`src/sv/sbh_pkg.sv`:
```
// Shared types, constants and round functions of the SHA-256 block hasher.
package sbh_pkg;

  typedef enum logic [2:0] {
    ST_IDLE,
    ST_PRIME,
    ST_RUN,
    ST_ADD,
    ST_OUT
  } sbh_state_e;

  localparam int unsigned WordW    = 32;
  localparam int unsigned BlockLen = 16;
  localparam int unsigned Rounds   = 64;

  localparam logic [31:0] H_INIT [8] = '{
    32'h6a09e667, 32'hbb67ae85, 32'h3c6ef372, 32'ha54ff53a,
    32'h510e527f, 32'h9b05688c, 32'h1f83d9ab, 32'h5be0cd19
  };

  localparam logic [31:0] K_TABLE [64] = '{
    32'h428a2f98, 32'h71374491, 32'hb5c0fbcf, 32'he9b5dba5,
    32'h3956c25b, 32'h59f111f1, 32'h923f82a4, 32'hab1c5ed5,
    32'hd807aa98, 32'h12835b01, 32'h243185be, 32'h550c7dc3,
    32'h72be5d74, 32'h80deb1fe, 32'h9bdc06a7, 32'hc19bf174,
    32'he49b69c1, 32'hefbe4786, 32'h0fc19dc6, 32'h240ca1cc,
    32'h2de92c6f, 32'h4a7484aa, 32'h5cb0a9dc, 32'h76f988da,
    32'h983e5152, 32'ha831c66d, 32'hb00327c8, 32'hbf597fc7,
    32'hc6e00bf3, 32'hd5a79147, 32'h06ca6351, 32'h14292967,
    32'h27b70a85, 32'h2e1b2138, 32'h4d2c6dfc, 32'h53380d13,
    32'h650a7354, 32'h766a0abb, 32'h81c2c92e, 32'h92722c85,
    32'ha2bfe8a1, 32'ha81a664b, 32'hc24b8b70, 32'hc76c51a3,
    32'hd192e819, 32'hd6990624, 32'hf40e3585, 32'h106aa070,
    32'h19a4c116, 32'h1e376c08, 32'h2748774c, 32'h34b0bcb5,
    32'h391c0cb3, 32'h4ed8aa4a, 32'h5b9cca4f, 32'h682e6ff3,
    32'h748f82ee, 32'h78a5636f, 32'h84c87814, 32'h8cc70208,
    32'h90befffa, 32'ha4506ceb, 32'hbef9a3f7, 32'hc67178f2
  };

  function automatic logic [31:0] rotr(input logic [31:0] x, input int unsigned n);
    rotr = (x >> n) | (x << (32 - n));
  endfunction

  function automatic logic [31:0] ssig0(input logic [31:0] x);
    ssig0 = rotr(x, 7) ^ rotr(x, 18) ^ (x >> 3);
  endfunction

  function automatic logic [31:0] ssig1(input logic [31:0] x);
    ssig1 = rotr(x, 17) ^ rotr(x, 19) ^ (x >> 10);
  endfunction

  function automatic logic [31:0] bsig0(input logic [31:0] x);
    bsig0 = rotr(x, 2) ^ rotr(x, 13) ^ rotr(x, 22);
  endfunction

  function automatic logic [31:0] bsig1(input logic [31:0] x);
    bsig1 = rotr(x, 6) ^ rotr(x, 11) ^ rotr(x, 25);
  endfunction

endpackage

```
`src/sv/sha256_block_hasher_unit.sv`:
```
// SHA-256 hasher over a padded message, one 32-bit word per input beat.
//
// Input channel: message_word_i with last_word_i, accepted when in_valid_i is
// high and in_stall_o is low. Words are big-endian, first byte in bits 31..24.
// Output channel: eight digest beats after each last word, index 0 first,
// digest_last_o set on index 7; a beat moves when out_valid_o is high and
// out_stall_i is low.
// Words go straight into a 16-entry block memory, one per cycle, while the
// block is idle. On the sixteenth word or a last word the unit compresses:
// a prime state starts the memory reads, a run state computes the schedule
// and one round per cycle (the schedule runs one word ahead of the round and
// is written back in place), and an add state adds into the chaining value.
// After a last word the eight digest beats follow, one per cycle when not
// stalled, and the chaining value returns to its initial value.
// The input stalls during compression and digest output.
// Reset loads the initial hash words and empties the block.
module sha256_block_hasher_unit (
  input  logic        clk_i,
  input  logic        rst_ni,
  input  logic        in_valid_i,
  output logic        in_stall_o,
  input  logic [31:0] message_word_i,
  input  logic        last_word_i,
  output logic        out_valid_o,
  input  logic        out_stall_i,
  output logic [31:0] digest_word_o,
  output logic [2:0]  digest_index_o,
  output logic        digest_last_o
);
  import sbh_pkg::*;

  sbh_state_e  state_q, state_d;
  logic [6:0]  cnt_q;
  logic [3:0]  wc_q;
  logic [4:0]  n_q;
  logic        last_q;
  logic [2:0]  oidx_q;
  logic [31:0] chain_q [8];
  logic [31:0] v_q [8];
  logic [31:0] v_d [8];
  logic [31:0] w1_q, w2_q, w16_q;
  logic [31:0] rda_q, rdb_q;
  logic [31:0] mem_q [BlockLen];

  logic        in_acc, out_acc, blk_end;
  logic        sched_act, round_act;
  logic [6:0]  nc;
  logic [3:0]  addr_a, addr_b;
  logic        mem_we;
  logic [3:0]  mem_wa;
  logic [31:0] mem_wd;
  logic [31:0] w_new;
  logic [31:0] t1, t2;
  logic [5:0]  rnd;

  assign in_acc    = in_valid_i && !in_stall_o;
  assign out_acc   = out_valid_o && !out_stall_i;
  assign blk_end   = (wc_q == 4'd15) || last_word_i;
  assign sched_act = (state_q == ST_RUN) && (cnt_q < 7'(Rounds));
  assign round_act = (state_q == ST_RUN) && (cnt_q != 7'd0);
  assign rnd       = 6'(cnt_q - 7'd1);

  // Read addresses for the schedule word of the next cycle.
  assign nc     = (state_q == ST_PRIME) ? 7'd0 : 7'(cnt_q + 7'd1);
  assign addr_a = (nc < 7'(BlockLen)) ? nc[3:0] : 4'(nc[3:0] - 4'd7);
  assign addr_b = 4'(nc[3:0] + 4'd1);

  // Message words past the last one of a short block count as zero.
  always_comb begin
    if (cnt_q < 7'(BlockLen)) begin
      w_new = (cnt_q < 7'(n_q)) ? rda_q : '0;
    end else begin
      w_new = ssig1(w2_q) + rda_q + ssig0(rdb_q) + w16_q;
    end
  end

  assign mem_we = in_acc || sched_act;
  assign mem_wa = in_acc ? wc_q : cnt_q[3:0];
  assign mem_wd = in_acc ? message_word_i : w_new;

  always_ff @(posedge clk_i) begin
    if (mem_we) begin
      mem_q[mem_wa] <= mem_wd;
    end
    rda_q <= mem_q[addr_a];
    rdb_q <= mem_q[addr_b];
  end

  always_comb begin
    t1 = v_q[7] + bsig1(v_q[4]) + ((v_q[4] & v_q[5]) ^ (~v_q[4] & v_q[6]))
         + K_TABLE[rnd] + w1_q;
    t2 = bsig0(v_q[0]) + ((v_q[0] & v_q[1]) ^ (v_q[0] & v_q[2]) ^ (v_q[1] & v_q[2]));
    v_d[0] = t1 + t2;
    v_d[1] = v_q[0];
    v_d[2] = v_q[1];
    v_d[3] = v_q[2];
    v_d[4] = v_q[3] + t1;
    v_d[5] = v_q[4];
    v_d[6] = v_q[5];
    v_d[7] = v_q[6];
  end

  always_ff @(posedge clk_i) begin
    if (state_q == ST_PRIME) begin
      v_q <= chain_q;
    end else if (round_act) begin
      v_q <= v_d;
    end
    if (sched_act) begin
      w1_q <= w_new;
      w2_q <= w1_q;
    end
    if (state_q == ST_RUN) begin
      w16_q <= rdb_q;
    end
  end

  always_comb begin
    state_d    = state_q;
    in_stall_o = 1'b1;
    case (state_q)
      ST_IDLE: begin
        in_stall_o = 1'b0;
        if (in_acc && blk_end) begin
          state_d = ST_PRIME;
        end
      end
      ST_PRIME: begin
        state_d = ST_RUN;
      end
      ST_RUN: begin
        if (cnt_q == 7'(Rounds)) begin
          state_d = ST_ADD;
        end
      end
      ST_ADD: begin
        state_d = last_q ? ST_OUT : ST_IDLE;
      end
      ST_OUT: begin
        if (out_acc && (oidx_q == 3'd7)) begin
          state_d = ST_IDLE;
        end
      end
      default: begin
        state_d = ST_IDLE;
      end
    endcase
  end

  always_ff @(posedge clk_i or negedge rst_ni) begin
    if (!rst_ni) begin
      state_q <= ST_IDLE;
      cnt_q   <= '0;
      wc_q    <= '0;
      n_q     <= '0;
      last_q  <= 1'b0;
      oidx_q  <= '0;
      chain_q <= H_INIT;
    end else begin
      state_q <= state_d;
      if (in_acc) begin
        wc_q <= blk_end ? 4'd0 : 4'(wc_q + 4'd1);
        if (blk_end) begin
          n_q    <= 5'({1'b0, wc_q} + 5'd1);
          last_q <= last_word_i;
        end
      end
      if (state_q == ST_PRIME) begin
        cnt_q <= '0;
      end else if (state_q == ST_RUN) begin
        cnt_q <= 7'(cnt_q + 7'd1);
      end
      if (state_q == ST_ADD) begin
        for (int i = 0; i < 8; i++) begin
          chain_q[i] <= chain_q[i] + v_q[i];
        end
        oidx_q <= '0;
      end
      if (out_acc) begin
        oidx_q <= 3'(oidx_q + 3'd1);
        if (oidx_q == 3'd7) begin
          chain_q <= H_INIT;
          last_q  <= 1'b0;
        end
      end
    end
  end

  assign out_valid_o    = (state_q == ST_OUT);
  assign digest_word_o  = chain_q[oidx_q];
  assign digest_index_o = oidx_q;
  assign digest_last_o  = (oidx_q == 3'd7);

`ifndef ASSERT_OFF
  // Input and output never move in the same phase.
  a_no_overlap: assert property (@(posedge clk_i) disable iff (!rst_ni)
    !in_stall_o |-> !out_valid_o)
    else $error("input open while digest beats are pending");

  // The final digest beat ends the output phase.
  a_last_ends: assert property (@(posedge clk_i) disable iff (!rst_ni)
    out_valid_o && !out_stall_i && digest_last_o |=> !out_valid_o && !in_stall_o)
    else $error("output phase did not end after the last digest beat");

  // The round counter never runs past the final round.
  a_cnt_range: assert property (@(posedge clk_i) disable iff (!rst_ni)
    state_q == ST_RUN |-> cnt_q <= 7'(Rounds))
    else $error("round counter out of range");

  // No pending digest once the block is idle again.
  a_idle_clean: assert property (@(posedge clk_i) disable iff (!rst_ni)
    state_q == ST_IDLE |-> !last_q)
    else $error("pending last flag while idle");

  // A short block never reports more words than a block holds.
  a_fill_range: assert property (@(posedge clk_i) disable iff (!rst_ni)
    state_q == ST_RUN |-> (n_q != 5'd0) && (n_q <= 5'(BlockLen)))
    else $error("block fill count out of range");
`endif

endmodule

```
`config.mk`:
```
export PLATFORM = sky130hd
export DESIGN_NAME = sha256_block_hasher_unit
export DESIGN_NICKNAME = d
export VERILOG_FILES = /design/src/sv/sbh_pkg.sv /design/src/sv/sha256_block_hasher_unit.sv
export SDC_FILE = /design/constraint.sdc
export NUM_CORES = 2
export LEC_CHECK = 0
export BUFFER_PORTS_ARGS = -buffer_cell sky130_fd_sc_hd__clkbuf_2
export CORE_MARGIN = 1.5
export CORE_UTILIZATION = 55
export CTS_BUF_LIST = sky130_fd_sc_hd__clkbuf_4 sky130_fd_sc_hd__clkbuf_8 sky130_fd_sc_hd__clkbuf_16
export DETAILED_ROUTE_END_ITERATION = 10
export PLACE_DENSITY = 0.71
export SLEW_MARGIN = 5
export SYNTH_ARGS = -nofsm -noshare
export SYNTH_HDL_FRONTEND = slang
export SYNTH_SLANG_ARGS = --single-unit
```
`constraint.sdc`:
```
create_clock -name clk_i -period 19.8 [get_ports clk_i]
set_clock_uncertainty 0.1 [all_clocks]
set_input_delay 3.96 -clock clk_i [delete_from_list [all_inputs] [get_ports clk_i]]
set_output_delay 3.96 -clock clk_i [all_outputs]
set_load 0.01 [all_outputs]
```
* Word level (Yosys, flattened, before mapping) *
Memory sizes are Yosys's and may differ from the RTL's. A register that Yosys moved wholly into a read port is not among the register bits.
Cells that the tools add are included.
Widths: inputs -> output; s select.

storage, ports and cells
  flip-flop bits (word level) = 631
  latch bits = 0
  RAM bits = 512
  output and inout bits = 38
  ROM bits = 2048
  bits of input ports = 37
  word-level logic and storage cells = 146
  memories = 2

cells by class
  bitwise gates (word level) = 29
  $lt $le $gt $ge = 6
  equal/unequal tests = 10
  $add $sub $neg = 25
  shift-type cells = 0
  multiply operators = 0
  div/mod/pow operators = 0
  reduce and logical (&&, ||, !) cells = 16
  muxes and demuxes = 33

memories
  memory           depth  width  rd ports  clocked after memory_dff  write ports  line                            source
  (no name shown)  64     32     1         0                         0            sha256_block_hasher_unit.sv:91  + K_TABLE[rnd] + w1_q;
  mem_q            16     32     2         2                         1            sha256_block_hasher_unit.sv:43  logic [31:0] mem_q [BlockLen];

operator list
  cell                count
  $mux 256            5
  $add 32x32->32      18
  $xor 32x32->32      9
  $mux 32             7
  $and 32x32->32      5
  $bmux 32 s3         1
  $not 32->32         1
  $or 10x32->32       1
  $or 13x32->32       1
  $or 14x32->32       1
  $or 15x32->32       1
  $or 19x32->32       1
  $or 21x32->32       1
  $or 25x32->32       1
  $or 26x32->32       1
  $or 30x32->32       1
  $or 7x32->32        1
  $xor 32x22->32      1
  $xor 32x29->32      1
  $mux 7              3
  $mux 3              6
  $pmux 3 s5          1
  $lt 7x5->1 const B  2
  $mux 4              3
  27 further kinds    46

* Longest topological paths before layout *
  depth after elaboration = 10
  depth in mapped cells = 43
  depth with buffers taken out = 38

* Least setup slack after synthesis *
OpenSTA, ideal clock, no wires.

  path type = flip-flop to flip-flop
  start = register cnt_q[1]
  end = register v_q (netlist bit v_d[223]) (data pin)
  required time = 19.440 ns
  path buffers = 7
  path slack = 10.573 ns
  arrival = 8.868 ns
  period minus slack after synthesis = 9.227 ns
  cell stages (with the launch flop) = 43
  setup time = 0.260 ns
  path through = dfrtp_1 clkbuf_1 clkinv_1 ha_1 buf_2 nand2_1 xnor2_1 clkbuf_1 clkbuf_1 buf_1 buf_1 nand3_1 nand3_1 a31oi_1 fa_1 inv_1 ha_1 a21o_1 [... 7 more ...] o21ai_0 nor2b_1 xor2_1 fa_1 inv_1 ha_1 clkbuf_1 and4_1 a32oi_1 o311ai_0 a31oi_1 nor2b_1 a311o_1 a21o_1 and3_1 a31oi_1 xnor3_1 mux2_2

on the way
  longest elaborated chain between the ends = 10

RTL lines
  what                                         line                             source
  from (decl)                                  sha256_block_hasher_unit.sv:33   logic [6:0] cnt_q;
  from (signal assigned)                       sha256_block_hasher_unit.sv:171  cnt_q <= 7'(cnt_q + 7'd1);
  $sub 6x1->6                                  sha256_block_hasher_unit.sv:61   assign rnd = 6'(cnt_q - 7'd1);
  $not 6->7 (not written as such)              sha256_block_hasher_unit.sv:91
  $mem_v2 64x32                                -
  $mux 32 (not written as such) (2 in series)  sha256_block_hasher_unit.sv:91
  $add 32x32->32 (2 in series)                 sha256_block_hasher_unit.sv:91
  $add 32x32->32                               sha256_block_hasher_unit.sv:93   v_d[0] = t1 + t2;
  $mux 256                                     sha256_block_hasher_unit.sv:106  end else if (round_act) begin
  $mux 256                                     sha256_block_hasher_unit.sv:104  if (state_q == ST_PRIME) begin
  to (signal assigned)                         sha256_block_hasher_unit.sv:105  v_q <= chain_q;
  to (signal assigned)                         sha256_block_hasher_unit.sv:107  v_q <= v_d;
  to (decl)                                    sha256_block_hasher_unit.sv:39   logic [31:0] v_q [8];

Every way passes these cells. The select of a mux whose other input is x is not followed.
A chain may end at the register's enable or synchronous reset.

* Final worst setup path *
Ends and elaborated chain as after synthesis.

==> impl_table.tex <==
\begin{tabular}{lr}
\hline
Metric & Value \\
\hline
\multicolumn{2}{l}{\textbf{CTS}} \\
\quad Number of buffers created by CTS & 137 \\
\quad Cts-stage hold buffer count & 0 \\
\quad Number of H-tree levels & 4 \\
\quad Clock tree from TritonCTS & done \\
\quad Cts repair resizes & 0 \\
\quad Num Clock Sinks & 1207 \\
\quad Master cell of the clock root buffer & clkbuf\_16 \\
\quad Clock latency reported for the late side of the worst-skew pair & 0.81 ns \\
\quad Number of post-CTS setup repair buffers & 0 \\
\quad Clock-pin slew of the registers on the worst-case setup and hold paths & 0.06 ns \\
\quad Number of buffers on the longest clock path & 3 \\
\multicolumn{2}{l}{\textbf{Run status}} \\
\quad Violations in the final reports & capacitance limit \\
\quad Result of the run & complete, but fails checks \\
\multicolumn{2}{l}{\textbf{Setup path}} \\
\quad Setup crit start & cnt\_q[1] \\
\quad Crit-path most repeated cell & a31oi\_1 \\
\quad Logic depth of the worst setup path including buffers & 39 \\
\quad Worst Path Class, Setup & reg2reg \\
\quad Worst reg2reg endpoint & v\_d[223] \\
\quad Critical Path Sink Type & flop \\
\quad Buffer and inverter count on the worst path & 5 \\
\quad Crit path capture & v\_d[223] \\
\quad CP top delay family & compound AO/OA/AOI/OAI gates \\
\quad Longest individual stage delay on the worst path & 0.88 ns \\
\quad R2r startpoint & cnt\_q[1] \\
\quad Highest fanout seen on the critical path & 65 \\
\quad Slack of the worst reg-to-reg path & 8.35 ns \\
\quad Master of the slowest instance on the critical path & dfrtp\_1 \\
\quad Worst Reg-to-Reg Cells & 39 \\
\quad Type of element launching the critical path & flop \\
\quad Worst EP required & 20.23 ns \\
\quad Critical path data arrival time & 11.88 ns \\
\multicolumn{2}{l}{\textbf{Place}} \\
\quad Worst setup timing slack at the placement stage & 8.67 ns \\
\quad Number of buffers inserted by port buffering & 74 \\
\quad Final HPWL from detailed placement & 191000 um \\
\quad Routability congestion estimate from global placement & 1.02 \\
\multicolumn{2}{l}{\textbf{Logic synthesis}} \\
\quad Number of flops mapped to enable cells by yosys & 864 \\
\quad Count of warnings emitted by yosys & 0 \\
\quad Post-synthesis instance area & 81000 sq um \\
\quad Sequential area share after synthesis & 42.5\% \\
\quad Number of unique standard cell types used by synthesis & 101 \\
\quad Most area-consuming cells after synthesis & edfxtp\_1 32\%, mux4\_2 9.9\%, ha\_1 6.2\%, nand2\_1 5.5\%, fa\_1 4.8\% \\
\quad Most repeated cell in the gate-level netlist after synthesis & nand2\_1 \\
\quad Most area-hungry cell type in the Yosys netlist & edfxtp\_1 \\
\quad Register bit total from synthesis & 1207 \\
\quad Area share of the leading cell type in the synthesized netlist & 32.0\% \\
\quad Synthesized area per cell & 10.7 sq um \\
\quad Most used flip-flop cell after synthesis & edfxtp\_1 \\
\quad Top cells by count, synth & 1195 x nand2\_1, 864 x edfxtp\_1, 530 x inv\_1 \\
\quad Net count after synthesis & 8194 \\
\quad Post-synthesis async set-or-reset flop share & 23.1\% \\
\quad Synthesized netlist cell count & 7560 \\
\multicolumn{2}{l}{\textbf{Flow run}} \\
\quad Number of max-cap violations & 1 \\
\multicolumn{2}{l}{\textbf{Floorplan}} \\
\quad Total I/O pin count & 75 \\
\quad Vert. Die Dim & 387 um \\
\quad Starting density of the core & 55.5\% \\
\quad Chip width & 387 um \\
\quad Die ar. & 150000 sq um \\
\quad Number of rows created at floorplan & 140 \\
\quad Core box area & 146000 sq um \\
\multicolumn{2}{l}{\textbf{Global route}} \\
\quad Global Route Usage Sum & 35.9\% \\
\quad Largest net degree at the start of global routing & 175 \\
\quad Via count of the first global-routing pass & 60842 \\
\quad Aggregate global routing overflow & 0 \\
\quad Wire length of the first global-routing pass & 399000 um \\
\quad Initial antenna violation count & 9 \\
\multicolumn{2}{l}{\textbf{Hold path}} \\
\quad Hold WC Path Type & reg2reg \\
\multicolumn{2}{l}{\textbf{Final layout}} \\
\quad Fraction of layout cells with a size suffix above 1 & 14.2\% \\
\quad \# nets final & 8099 \\
\quad Growth of design area from synthesis to finish & 8.74\% \\
\quad Fill cells & 11738 \\
\quad Reg area & 34400 sq um \\
\quad Area of the multi-input gates & 43200 sq um \\
\multicolumn{2}{l}{\textbf{Timing}} \\
\quad Period utilization & 57.8\% \\
\quad Final setup TNS & 0 ns \\
\quad Upper clock frequency limit & 87.4 MHz \\
\quad Worst max-slew margin expressed relative to the limit & 2.93\% \\
\quad Hold Vio Cnt, Final & 0 \\
\quad Shortest clock period the worst path allows after layout & 11.45 ns \\
\quad Final worst setup slack & 8.35 ns \\
\quad Final Slew Violations & 0 \\
\quad Transition time at the pin with the least slew margin & 1.42 ns \\
\quad Number of failing setup endpoints in the final timing report & 0 \\
\quad RSZ-0062 raised after global routing & no \\
\multicolumn{2}{l}{\textbf{Detailed routing}} \\
\quad Wire per inst & 28.4 um \\
\quad Remaining antenna violation count & 0 \\
\quad Vias & 61853 \\
\quad DRC marker count from the first detailed-route iteration & 6862 \\
\quad Routed via count divided by cell count & 6.51 \\
\quad Detailed-route wire length & 270000 um \\
\quad Number of iterations in the first detailed-routing pass & 6 \\
\quad Remaining design rule violation count & 0 \\
\hline
\end{tabular}
## worst reg2reg max path: cells and delay by family, from the launching register on
| family | cells | cell delay [ns] |
|---|---|---|
| multiplexers | 2 | 0.38 |
| AND/OR/NAND/NOR | 5 | 1.14 |
| XOR/XNOR | 3 | 0.68 |
| buffers and inverters | 5 | 1.44 |
| adder cells (fa/ha/maj) | 5 | 2.32 |
| AO/OA/AOI/OAI | 19 | 4.26 |
| flip-flops | 1 | 0.88 |
## how the worst min path moves through the flow
stage | endpoint | cells after the start | from | slack (ns)
3_3_place_gp | w2_q[29] | 0 | w1_q[29] | 0.33
4_1_cts | w2_q[27] | 0 | w1_q[27] | 0.35
3_5_place_dp | w2_q[27] | 0 | w1_q[27] | 0.34
6_report | w2_q[27] | 0 | w1_q[27] | 0.35
2_1_floorplan | w2_q[10] | 0 | w1_q[10] | 0.33
5_1_grt | w2_q[27] | 0 | w1_q[27] | 0.37
## layout by cell type, fill, tap and decap left out, drive strengths merged, types with 108 or more instances in the layout
cell type,synthesis,layout
nand2,1195,1195
edfxtp,864,864
inv,533,538
a21oi,494,494
ha,402,402
o21ai,402,402
nor2,367,367
mux4,355,355
xnor2,344,344
xor2,253,253
clkbuf,331,253
a21o,214,214
fa,195,195
dfrtp,143,143
dfstp,136,136
nand3,108,108
## cell type report
| class | instances | share of cell area (%) |
|---|---|---|
| clock inverters | 75 | 1.16 |
| diodes | 1 | 0.00284 |
| multi-input cells | 5406 | 49.0 |
| flip-flops and latches | 1207 | 39.1 |
| inverters | 535 | 2.28 |
| clock buffers | 180 | 4.39 |
| well taps | 1917 | 2.72 |
| repair buffers | 178 | 1.36 |
## cell families (layout without fill, tap and decap cells)
family          count (synthesis)  after routing  synth area share (%)
simple gates                 2043           2043                  10.8
compound gates               1717           1717                  13.4
flops                        1207           1207                  42.5
buf+inv                       947            968                  4.64
fa+ha+maj                     599            599                  11.1
xor+xnor                      598            598                  6.49
mux                           449            449                  11.2
other cells                     0              1                     0
## stage by stage
stage	hold slack (ns)	util, %	cell area (sq um)	instances
2_1_floorplan	0.326	-	81000	7560
3_3_place_gp	0.334	57.0	83200	9243
3_5_place_dp	0.336	57.0	83200	9243
4_1_cts	0.348	60.3	88000	9498
5_1_grt	0.368	60.3	88100	9498
6_report	0.349	60.3	88100	9499
## state kept, by name, indices dropped and copies added (netlist names), 4 cells and up
signal / count
wc_q: 4
rdb_q: 32
rda_q: 32
chain_q: 256
mem_q: 512
w1_q: 32
n_q: 5
w2_q: 32
v_q: 64
w16_q: 32
cnt_q: 7
v_d: 192
## metal layers
metal / global-route usage, % / vias up / share of wire (%) / wire length, um
li1: - / 27039 / - / -
met1: 45.2 / 30737 / 37 / 99500
met2: 58.5 / 3320 / 48 / 129000
met3: 5.71 / 745 / 8.3 / 22400
met4: 21.7 / 12 / 7.1 / 19100
met5: 0 / - / 0.034 / 92
Power is left out: the tool's default activity adds up to more than one toggle a clock period on the data nets, which glitch-free logic cannot reach.
